## src/sv/rrc_pkg.sv

```systemverilog
// rrc_pkg: shared constants for the rational reconstruction unit
// status codes, stream and apb widths, register indexes and result field layout
// no dependencies
package rrc_pkg;

  // result status codes
  localparam logic [1:0] ST_OK       = 2'd0;
  localparam logic [1:0] ST_NO_COF   = 2'd1;
  localparam logic [1:0] ST_DEN_BIG  = 2'd2;
  localparam logic [1:0] ST_NOT_COPR = 2'd3;

  // field widths
  localparam int RES_W  = 64;
  localparam int STAT_W = 2;
  localparam int NUM_W  = 64;
  localparam int DEN_W  = 63;
  localparam int CFG_W  = 63;

  // stream beat widths, padded to whole bytes
  localparam int S_DATA_W = 64;
  localparam int M_DATA_W = 136;

  // result beat layout, lowest bit up
  localparam int NUM_LSB = STAT_W;
  localparam int DEN_LSB = STAT_W + NUM_W;
  localparam int PAD_LSB = STAT_W + NUM_W + DEN_W;

  // apb port
  localparam int APB_DATA_W = 64;
  localparam int APB_ADDR_W = 4;

  // register index, taken from paddr[3]
  localparam logic REG_MODULUS = 1'b0;
  localparam logic REG_BOUND   = 1'b1;

endpackage

```

## src/sv/rational_reconstruction_unit.sv

```systemverilog
// rational_reconstruction_unit: top level of the rational reconstruction block
// depends on rrc_pkg and rrc_div
//
// Takes a signed residue beat, reduces it modulo the configured modulus, and
// runs the extended Euclidean algorithm until the remainder is no larger than
// recon_bound, then returns remainder/cofactor with the sign on the numerator,
// checked for a nonzero cofactor, a denominator within the bound and
// coprimality. One item is worked at a time: s_tready is high only while the
// sequencer is idle. All divisions and multiplications go through one shared
// bit-serial divider; the Euclid and the gcd loop each run at most about 90
// steps at 64 bits, and a zero modulus skips the divider. The result waits in
// an output register until taken. Registers: modulus at byte address 0,
// recon_bound at 8, both 63 bits; they are to be written only while the block
// is idle, a rule on the user that the block itself does not enforce.
module rational_reconstruction_unit #(
  parameter int WORD_BITS = 64
) (
  input  logic                            clk,
  input  logic                            rst,
  // input stream: [63:0] residue
  input  logic                            s_tvalid,
  output logic                            s_tready,
  input  logic [rrc_pkg::S_DATA_W-1:0]    s_tdata,
  // result stream: [1:0] status, [65:2] numerator, [128:66] denominator, rest zero
  output logic                            m_tvalid,
  input  logic                            m_tready,
  output logic [rrc_pkg::M_DATA_W-1:0]    m_tdata,
  // configuration port
  input  logic                            psel,
  input  logic                            penable,
  input  logic                            pwrite,
  input  logic [rrc_pkg::APB_ADDR_W-1:0]  paddr,
  input  logic [rrc_pkg::APB_DATA_W-1:0]  pwdata,
  output logic [rrc_pkg::APB_DATA_W-1:0]  prdata,
  output logic                            pready
);

  localparam int W = WORD_BITS;

  // sequencer states
  typedef enum logic [7:0] {
    S_IDLE   = 8'b0000_0001,
    S_REDUCE = 8'b0000_0010,  // residue mod m in the divider
    S_ECHK   = 8'b0000_0100,  // test remainder against bound
    S_EDIV   = 8'b0000_1000,  // one euclid step in the divider
    S_FCHK   = 8'b0001_0000,  // cofactor and bound checks
    S_GCHK   = 8'b0010_0000,  // gcd loop test
    S_GDIV   = 8'b0100_0000,  // one gcd step in the divider
    S_OUT    = 8'b1000_0000   // hand result to output register
  } state_t;

  state_t state;

  // configuration registers
  logic [rrc_pkg::CFG_W-1:0] modulus;
  logic [rrc_pkg::CFG_W-1:0] recon_bound;

  // working registers
  logic [W-1:0] bnd;
  logic [W-1:0] mval;
  logic         neg;
  logic [W-1:0] r0;
  logic [W-1:0] r1;
  logic [W-1:0] t0;
  logic [W-1:0] t1;
  logic [W-1:0] anum;
  logic         aneg;
  logic [W-1:0] dmag;

  // pending result
  logic [1:0]                res_status;
  logic [rrc_pkg::NUM_W-1:0] res_num;
  logic [rrc_pkg::DEN_W-1:0] res_den;

  // output register
  logic [1:0]                out_status;
  logic [rrc_pkg::NUM_W-1:0] out_num;
  logic [rrc_pkg::DEN_W-1:0] out_den;

  // divider hookup
  logic         div_start;
  logic [W-1:0] div_dvd;
  logic [W-1:0] div_dvs;
  logic [W-1:0] div_mop;
  logic         div_done;
  logic [W-1:0] div_rem;
  logic [W-1:0] div_prod;

  // input decode
  logic         in_acc;
  logic [W-1:0] in_ux;
  logic         in_neg;
  logic [W-1:0] in_mag;
  logic [W-1:0] cfg_m;
  logic [W-1:0] cfg_b;
  logic         cfg_wr;

  // final-step helpers
  logic         t1_neg;
  logic [W-1:0] t1_mag;
  logic [W-1:0] red_r;
  logic [W-1:0] num_signed;

  // ---------------------------------------------------------------------
  // configuration port, always ready
  // ---------------------------------------------------------------------
  assign pready = 1'b1;
  assign cfg_wr = psel & penable & pwrite & pready;

  always_ff @(posedge clk) begin
    if (rst) begin
      modulus     <= rrc_pkg::CFG_W'(1);
      recon_bound <= '0;
    end else if (cfg_wr) begin
      case (paddr[3])
        rrc_pkg::REG_MODULUS: modulus     <= pwdata[rrc_pkg::CFG_W-1:0];
        rrc_pkg::REG_BOUND:   recon_bound <= pwdata[rrc_pkg::CFG_W-1:0];
        default: ;
      endcase
    end
  end

  always_comb begin
    case (paddr[3])
      rrc_pkg::REG_MODULUS: prdata = {1'b0, modulus};
      rrc_pkg::REG_BOUND:   prdata = {1'b0, recon_bound};
      default:              prdata = '0;
    endcase
  end

  // ---------------------------------------------------------------------
  // input side: residue taken as low W bits, two's complement
  // ---------------------------------------------------------------------
  assign s_tready = (state == S_IDLE);
  assign in_acc   = s_tvalid & s_tready;
  assign in_ux    = s_tdata[W-1:0];
  assign in_neg   = in_ux[W-1];
  assign in_mag   = in_neg ? (~in_ux + 1'b1) : in_ux;
  // modulus and bound use their low W-1 bits
  assign cfg_m    = {1'b0, modulus[W-2:0]};
  assign cfg_b    = {1'b0, recon_bound[W-2:0]};

  // ---------------------------------------------------------------------
  // shared divider; operands chosen by state
  // ---------------------------------------------------------------------
  always_comb begin
    if (state == S_IDLE) begin
      div_dvd = in_mag;
      div_dvs = cfg_m;
      div_mop = '0;
    end else begin
      div_dvd = r0;
      div_dvs = r1;
      div_mop = t1;
    end
    div_start = 1'b0;
    case (state)
      S_IDLE:  div_start = in_acc & (cfg_m != '0);
      S_ECHK:  div_start = (r1 > bnd) & (r1 != '0);
      S_GCHK:  div_start = (r1 != '0);
      default: div_start = 1'b0;
    endcase
  end

  rrc_div #(
    .W (W)
  ) u_div (
    .clk      (clk),
    .rst      (rst),
    .start    (div_start),
    .dividend (div_dvd),
    .divisor  (div_dvs),
    .mop      (div_mop),
    .done     (div_done),
    .rem      (div_rem),
    .prod     (div_prod)
  );

  // true mod: a negative residue with nonzero remainder folds to m - r
  assign red_r      = (neg && (div_rem != '0)) ? (mval - div_rem) : div_rem;
  // sign of the cofactor moves to the numerator
  assign t1_neg     = t1[W-1];
  assign t1_mag     = t1_neg ? (~t1 + 1'b1) : t1;
  assign num_signed = aneg ? (~anum + 1'b1) : anum;

  // ---------------------------------------------------------------------
  // sequencer
  // ---------------------------------------------------------------------
  always_ff @(posedge clk) begin
    if (rst) begin
      state <= S_IDLE;
    end else begin
      case (state)
        S_IDLE: begin
          if (in_acc) begin
            if (cfg_m == '0) begin
              state <= S_OUT;
            end else begin
              state <= S_REDUCE;
            end
          end
        end
        S_REDUCE: begin
          if (div_done) state <= S_ECHK;
        end
        S_ECHK: begin
          if (r1 > bnd) begin
            // zero remainder in the loop ends with no cofactor
            state <= (r1 == '0) ? S_OUT : S_EDIV;
          end else begin
            state <= S_FCHK;
          end
        end
        S_EDIV: begin
          if (div_done) state <= S_ECHK;
        end
        S_FCHK: begin
          if (t1 == '0 || t1_mag > bnd) begin
            state <= S_OUT;
          end else begin
            state <= S_GCHK;
          end
        end
        S_GCHK: begin
          state <= (r1 != '0) ? S_GDIV : S_OUT;
        end
        S_GDIV: begin
          if (div_done) state <= S_GCHK;
        end
        S_OUT: begin
          if (!m_tvalid || m_tready) state <= S_IDLE;
        end
        default: state <= S_IDLE;
      endcase
    end
  end

  // datapath registers, no reset needed
  always_ff @(posedge clk) begin
    case (state)
      S_IDLE: begin
        if (in_acc) begin
          mval       <= cfg_m;
          bnd        <= cfg_b;
          neg        <= in_neg;
          // zero modulus fails at once
          res_status <= rrc_pkg::ST_NO_COF;
          res_num    <= '0;
          res_den    <= '0;
        end
      end
      S_REDUCE: begin
        if (div_done) begin
          r0 <= mval;
          r1 <= red_r;
          t0 <= '0;
          t1 <= W'(1);
        end
      end
      S_ECHK: begin
        if (r1 > bnd && r1 == '0) begin
          res_status <= rrc_pkg::ST_NO_COF;
          res_num    <= '0;
          res_den    <= '0;
        end
      end
      S_EDIV: begin
        if (div_done) begin
          r0 <= r1;
          r1 <= div_rem;
          t0 <= t1;
          t1 <= t0 - div_prod;
        end
      end
      S_FCHK: begin
        res_num <= '0;
        res_den <= '0;
        if (t1 == '0) begin
          res_status <= rrc_pkg::ST_NO_COF;
        end else if (t1_mag > bnd) begin
          res_status <= rrc_pkg::ST_DEN_BIG;
        end
        anum <= r1;
        aneg <= t1_neg;
        dmag <= t1_mag;
        // gcd(|r|, |t|) runs in r0/r1
        r0   <= r1;
        r1   <= t1_mag;
      end
      S_GCHK: begin
        if (r1 == '0) begin
          if (r0 == W'(1)) begin
            res_status <= rrc_pkg::ST_OK;
            res_num    <= rrc_pkg::NUM_W'(signed'(num_signed));
            res_den    <= rrc_pkg::DEN_W'(dmag);
          end else begin
            res_status <= rrc_pkg::ST_NOT_COPR;
            res_num    <= '0;
            res_den    <= '0;
          end
        end
      end
      S_GDIV: begin
        if (div_done) begin
          r0 <= r1;
          r1 <= div_rem;
        end
      end
      default: ;
    endcase
  end

  // ---------------------------------------------------------------------
  // output register, parts the sequencer from the result consumer
  // ---------------------------------------------------------------------
  always_ff @(posedge clk) begin
    if (rst) begin
      m_tvalid <= 1'b0;
    end else if (state == S_OUT && (!m_tvalid || m_tready)) begin
      m_tvalid <= 1'b1;
    end else if (m_tready) begin
      m_tvalid <= 1'b0;
    end
  end

  always_ff @(posedge clk) begin
    if (state == S_OUT && (!m_tvalid || m_tready)) begin
      out_status <= res_status;
      out_num    <= res_num;
      out_den    <= res_den;
    end
  end

  assign m_tdata = {{(rrc_pkg::M_DATA_W - rrc_pkg::PAD_LSB){1'b0}},
                    out_den, out_num, out_status};

endmodule

```

## src/sv/rrc_div.sv

```systemverilog
// rrc_div: bit-serial restoring divider with a fused shift-add multiply
// gives the remainder of dividend / divisor and the quotient times mop, modulo 2^W
// uses no package
module rrc_div #(
  parameter int W = 64
) (
  input  logic         clk,
  input  logic         rst,
  input  logic         start,
  input  logic [W-1:0] dividend,
  input  logic [W-1:0] divisor,
  input  logic [W-1:0] mop,
  output logic         done,
  output logic [W-1:0] rem,
  output logic [W-1:0] prod
);

  localparam int CW = $clog2(W);

  logic [W-1:0]  dvd;
  logic [W-1:0]  dvs;
  logic [W-1:0]  mul;
  logic [CW-1:0] cnt;
  logic          busy;

  logic [W:0]    trial;
  logic          qbit;
  logic [W-1:0]  rem_next;
  logic [W-1:0]  prod_next;

  always_comb begin
    trial     = {rem, dvd[W-1]} - {1'b0, dvs};
    qbit      = ~trial[W];
    rem_next  = qbit ? trial[W-1:0] : {rem[W-2:0], dvd[W-1]};
    prod_next = {prod[W-2:0], 1'b0} + (qbit ? mul : '0);
  end

  always_ff @(posedge clk) begin
    if (rst) begin
      busy <= 1'b0;
      done <= 1'b0;
      cnt  <= '0;
    end else begin
      done <= 1'b0;
      if (start) begin
        busy <= 1'b1;
        cnt  <= CW'(W - 1);
      end else if (busy) begin
        cnt <= cnt - 1'b1;
        if (cnt == '0) begin
          busy <= 1'b0;
          done <= 1'b1;
        end
      end
    end
  end

  always_ff @(posedge clk) begin
    if (start) begin
      dvd  <= dividend;
      dvs  <= divisor;
      mul  <= mop;
      rem  <= '0;
      prod <= '0;
    end else if (busy) begin
      dvd  <= {dvd[W-2:0], 1'b0};
      rem  <= rem_next;
      prod <= prod_next;
    end
  end

endmodule

```

## config.mk

```make
export PLATFORM = sky130hd
export DESIGN_NAME = rational_reconstruction_unit
export DESIGN_NICKNAME = d
export VERILOG_FILES = /design/src/sv/rrc_pkg.sv /design/src/sv/rational_reconstruction_unit.sv /design/src/sv/rrc_div.sv
export SDC_FILE = /design/constraint.sdc
export NUM_CORES = 2
export LEC_CHECK = 0
export BUFFER_PORTS_ARGS = -buffer_cell sky130_fd_sc_hd__buf_2
export CAP_MARGIN = 20
export CORE_MARGIN = 2
export CORE_UTILIZATION = 59
export CTS_CLUSTER_SIZE = 10
export DETAILED_ROUTE_END_ITERATION = 16
export GPL_ROUTABILITY_DRIVEN = 0
export PLACE_DENSITY = 0.77
export SLEW_MARGIN = 15
export SYNTH_ARGS = -nofsm -noshare
export SYNTH_HDL_FRONTEND = slang
export SYNTH_SLANG_ARGS = --single-unit
```

## constraint.sdc

```tcl
create_clock -name clk -period 39.6 [get_ports clk]
set_input_delay 3.96 -clock clk [delete_from_list [all_inputs] [get_ports clk]]
set_output_delay 3.96 -clock clk [all_outputs]
set_load 0.01 [all_outputs]
```

* Word-level counts from Yosys, hierarchy flattened
Index checks and enable logic that the tools add are counted.
** Word-level totals
- Register bits :: 1232
- Output and inout bits :: 203
- Word-level logic and storage cells :: 156
** Operators by class
- Add/sub/neg operators :: 8
- Magnitude comparators :: 2
- Eq/ne operators :: 19
- Muxes and demuxes :: 59
- Bitwise operators :: 10
- Reductions and logical operators :: 29
** Operator list (number)
- two-way mux 64 bit :: 21
- one-hot mux 64 bit (2 select lines) :: 3
- one-hot mux 64 bit (3 select lines) :: 2
- two-way mux 63 bit :: 5
- one-hot mux 64 bit (4 select lines) :: 1
- one-hot mux 63 bit (4 select lines) :: 1
- adder 64 x 1 -> 64 bit (second input constant) :: 3
- zero test 64 bit :: 3
- inverter 64 bit :: 3
- nonzero test 64 bit :: 3
- greater-than comparator 64 x 63 -> 1 bit :: 2
- two-way mux 8 bit :: 9
- subtractor 65 x 64 -> 65 bit :: 1
- adder 64 bit :: 1
- equality test 64 x 1 -> 1 bit (second input constant) :: 1
- subtractor 63 x 64 -> 64 bit :: 1
- subtractor 64 bit :: 1
- one-hot mux 8 bit (7 select lines) :: 1
- inequality test 2 x 1 -> 1 bit (second input constant) :: 7
- two-way mux 2 bit :: 6
- two-way mux 6 bit :: 2
- equality test 8 x 1 -> 1 bit (second input constant) :: 1
- equality test 8 x 2 -> 1 bit (second input constant) :: 1
- equality test 8 x 3 -> 1 bit (second input constant) :: 1
- other kinds (26) :: 47

* Logic depth before layout (Yosys ltp)
- Word-level depth :: 7
- Gate-level depth with buffers :: 28
- Depth with buffers taken out :: 26

* By module
Synthesis repeated with hierarchy kept, for this count alone.
** Second synthesis, totals
- Cells, all modules :: 6666
- Area, all modules :: 68244.2 um^2
** Modules (own cells, without submodules)
- rational_reconstruction_unit :: instances 1, cells each 4640, area each 48665.4 um^2, seq. area each 25794.7 um^2
- rrc_div :: instances 1, cells each 2026, area each 19578.8 um^2, seq. area each 8488.1 um^2

* Worst setup path after synthesis
No wires, ideal clock.
- Path type :: input port to flip-flop
- From :: input port s_tvalid
- To :: register res_status[0], enable pin
- Library setup time :: 0.334 ns
- Arrival :: 14.209 ns
- Data required time :: 39.266 ns
- Slack :: 25.058 ns
- Stages on the path :: 3
- Buffers on the path :: 0
- Cell sequence :: nor2_1 -> a211oi_1 -> and2_1
** On the way
- Cells in the longest elaborated chain, start to end :: 3
** Ends and longest elaborated chain
- start: declaration :: line rational_reconstruction_unit.sv:21 : input logic s_tvalid,
- bitwise AND 1 bit :: line rational_reconstruction_unit.sv:135 : assign in_acc = s_tvalid & s_tready;
- inequality test 2 x 1 -> 1 bit (no line)
- AND reduction 5 bit (no line)
- end signal: assignment :: line rational_reconstruction_unit.sv:247 : res_status <= rrc_pkg::ST_NO_COF;
- end signal: assignment :: line rational_reconstruction_unit.sv:262 : res_status <= rrc_pkg::ST_NO_COF;
- end signal: assignment :: line rational_reconstruction_unit.sv:279 : res_status <= rrc_pkg::ST_NO_COF;
- end: declaration :: line rational_reconstruction_unit.sv:71 : logic [1:0] res_status;
No other way between the ends.
A chain may end at the register's enable or synchronous reset.

* Final worst setup path
- From :: input port paddr[3] (netlist name)
- To :: output port prdata[33] (netlist name)
** On the way
- Cells in the longest elaborated chain, start to end :: 2
** Ends and longest elaborated chain
- start: declaration :: line rational_reconstruction_unit.sv:32 : input logic [rrc_pkg::APB_ADDR_W-1:0] paddr,
- inverter 1 bit (no line)
- one-hot mux 64 bit (2 select lines) (*) :: line rational_reconstruction_unit.sv:124 : case (paddr[3])
- end: declaration :: line rational_reconstruction_unit.sv:34 : output logic [rrc_pkg::APB_DATA_W-1:0] prdata,
Every way passes the cells marked *; elsewhere a longest branch is shown, timed or not. The select of a mux whose other input is x is not followed.

==> results.yml <==
run_status:
  run_status: "completed"
synth:
  synth.avg_cell_area_um2: 10.1
  postSynth.asyncResetShare_pct: 0
  synth_warnings: 0
  yosys-top-cells-count: "edfxtp_1 (961), nand2_1 (870), a21oi_1 (509)"
  synth.area.mux_share_pct: 2.85
  synthAdderAreaFrac_pct: 7.12
  ys.flop_type: "edfxtp_1"
  synth_edf_count: 961
  ys_ff_latch: 1232
  yosysMostFrequentCell: "edfxtp_1"
  yosys.area_share.simple_pct: 15.6
  synth_xor_area_share_pct: 5.26
  synth_area_leaders: "edfxtp_1 (42%), dfxtp_1 (7.9%), ha_1 (7.0%)"
  yosysUniqueCellTypes: 83
  yosysSeqAreaShare_pct: 50.1
  syn_inst: 6794
  synth_top_area_share_pct: 42.2
  synth_compound_area_share_pct: 15.2
  syn-cell-area_um2: 68400
  yosys.area.top_type: "edfxtp_1"
  synth_top_family_by_area: "simple AND/OR/NAND/NOR gates"
global_routing:
  grt_max_degree: 139
  grtUsageTotal_pct: 34.4
  gr-total-overflow: 0
  grt_pass1_wl_mm: 310
  antenna_found_initial: 10
  grt_pass1_vias: 52300
clock_tree:
  cts.sinks: 1232
  hold_buffers: 0
  cts_inserted_buffers: 145
  cts_setup_buffers: 0
  clockBufferDepth: 3
  cts.htree.levels: 4
  clkTransAtPathRegs_ns: 0.05
  ctsResizeCount: 0
  clkLatencyLatePin_ns: 0.79
  root_buffer: "clkbuf_16"
  cts_tree: "yes"
floorplan:
  start_util_pct: 59.7
  core_um2: 115000
  fp.dieH_um: 345
  placement_rows: 124
  pin_count: 342
  die_x_um: 345
  dieArea_um2: 119000
sta:
  finalMaxSlewViolations: 0
  finalCriticalPeriod_ns: 9.56
  fmax_mhz: 105
  timing.final.crit_share_pct: 24.1
  finalSetupTns_ns: 0
  slew_headroom_pct: 11.9
  worst_pin_slew_ns: 1.32
  setup_viol: 0
  rsz0062_at_grt: "no"
  hold_viol_final: 0
  setup_ws_ns: 30.04
  finalClockSkew_ns: 0.0379
min_path:
  hold_depth: 0
  hold_path_end: "out_den[59]"
  holdCritStartpoint: "res_den[59]"
  min_path_type: "reg -> reg"
drt:
  dr.first_iter.drc_count: 6915
  dr.pass1.iters: 10
  post_drt_wl_per_cell_um: 24.0
  routed_wl_mm: 208
  viasPerCell: 6.42
  vias: 55800
  ant_nets: 0
  drcViolationCount: 0
power:
  ir_drop_uv: 51.4
  p_per_area_nw_per_um2: 56.4
  p_leak_uw: 0.0298
critical_path:
  startpoint_type: "primary input"
  reg2reg_from: "u_div.dvd[63]"
  r2r-end: "u_div.prod[63]"
  worstPathArrival_ns: 5.60
  path_class: "in -> out"
  end_kind: "output pin"
  reg2reg_slack_ns: 30.08
  cp.required_ns: 35.64
  r2r_cells: 27
  path_max_fanout: 66
cells_and_area:
  nets: 7569
  drive_gt1_share_pct: 11.2
  syn_to_final_growth_pct: 11.2
  post-route-util_pct: 66.3
  final_cell_area_um2: 76100
flow_run:
  drv_cap: 0
placed_design:
  io_buffer_count: 328
  place_area_um2: 71500
  place_ws_ns: 30.15
  dp_hpwl_mm: 149
-- flip-flops by register name, summed over array words and instances, names as in the netlist, 64 cells and up --
name        count
t1             64
anum           64
u_div.prod     64
r0             64
u_div.mul      64
r1             64
res_num        64
u_div.rem      64
u_div.dvs      64
out_num        64
t0             64
u_div.dvd      64
-- per-layer routing --
metal	part of all wire, %	track usage [%]	routed length (um)
met1	38	44.2	78600
met2	43	50.5	88800
met3	13	11.0	26000
met4	7.1	21.0	14700
met5	0.060	0	124
-- cell type report --
type / count / area [um2]
tap: 1512 / 1890
clock inverter: 19 / 267
inverter: 332 / 1260
clock buffer: 250 / 4120
antenna: 9 / 22.5
fill: 8740 / 38600
timing repair buffer: 440 / 2530
sequential: 1232 / 34300
multi-input combinational: 4892 / 31700
-- worst max path at each step --
stage | startpoint | endpoint | slack, ns | depth (start not counted)
finish | paddr[3] | prdata[33] | 30.04 | 4
global route | u_div.dvd[63] | u_div.prod[60] | 29.54 | 26
CTS | paddr[3] | prdata[57] | 30.18 | 4
detailed placement | paddr[3] | prdata[51] | 30.15 | 4
global placement | paddr[3] | prdata[51] | 30.14 | 4
floorplan | s_tvalid | res_status[0] | 25.06 | 3
-- logic make-up after synthesis --
group           Yosys count
buf+inv                 677
xor+xnor                409
fa+ha+maj               387
compound gates         1669
simple gates           2239
mux                     179
other cells               2
flops                  1232
-- cell usage in the layout (no fill, tap or decap), types with 32 or more instances in the layout --
cell type and instances:
a21o_1 235, xor2_1 223, a22oi_1 57, a21oi_1 509
nand2_1 869, nand2b_1 40, inv_1 329, nor4_1 88
nor3_1 81, ha_1 383, or3_1 61, buf_2 329
and3_1 36, xnor2_1 185, nor2b_1 41, or4_1 32
clkbuf_16 146, a31oi_1 78, o31ai_1 83, nand3_1 91
a211oi_1 45, o21bai_1 50, edfxtp_1 961, nand4_1 116
clkbuf_1 96, o211ai_1 33, o21a_1 33, nor2_1 427
dfxtp_1 270, buf_4 108, and2_1 273, o21ai_0 393
mux2i_1 52, mux2_2 127
-- stage by stage --
step	hold WS, ns	total power [uW]	cells
finish	0.414	4290	8686
global route	0.421	4480	8677
floorplan	0.400	2670	6801
detailed placement	0.405	3000	8402
CTS	0.417	4250	8671
global placement	0.403	2960	8402
-- critical path: stages --
cell,delay [ns]
buf_2,0.07
buf_4,0.84
mux2_2,0.45
buf_2,0.16
-- power breakdown --
group | internal (uW) | leakage (uW) | switching, uW
Clock | 712 | 0.00210 | 540
Sequential | 1540 | 0.0111 | 106
Combinational | 524 | 0.0166 | 868
Total | 2770 | 0.0298 | 1510
(Power assumes the default switching activity.)
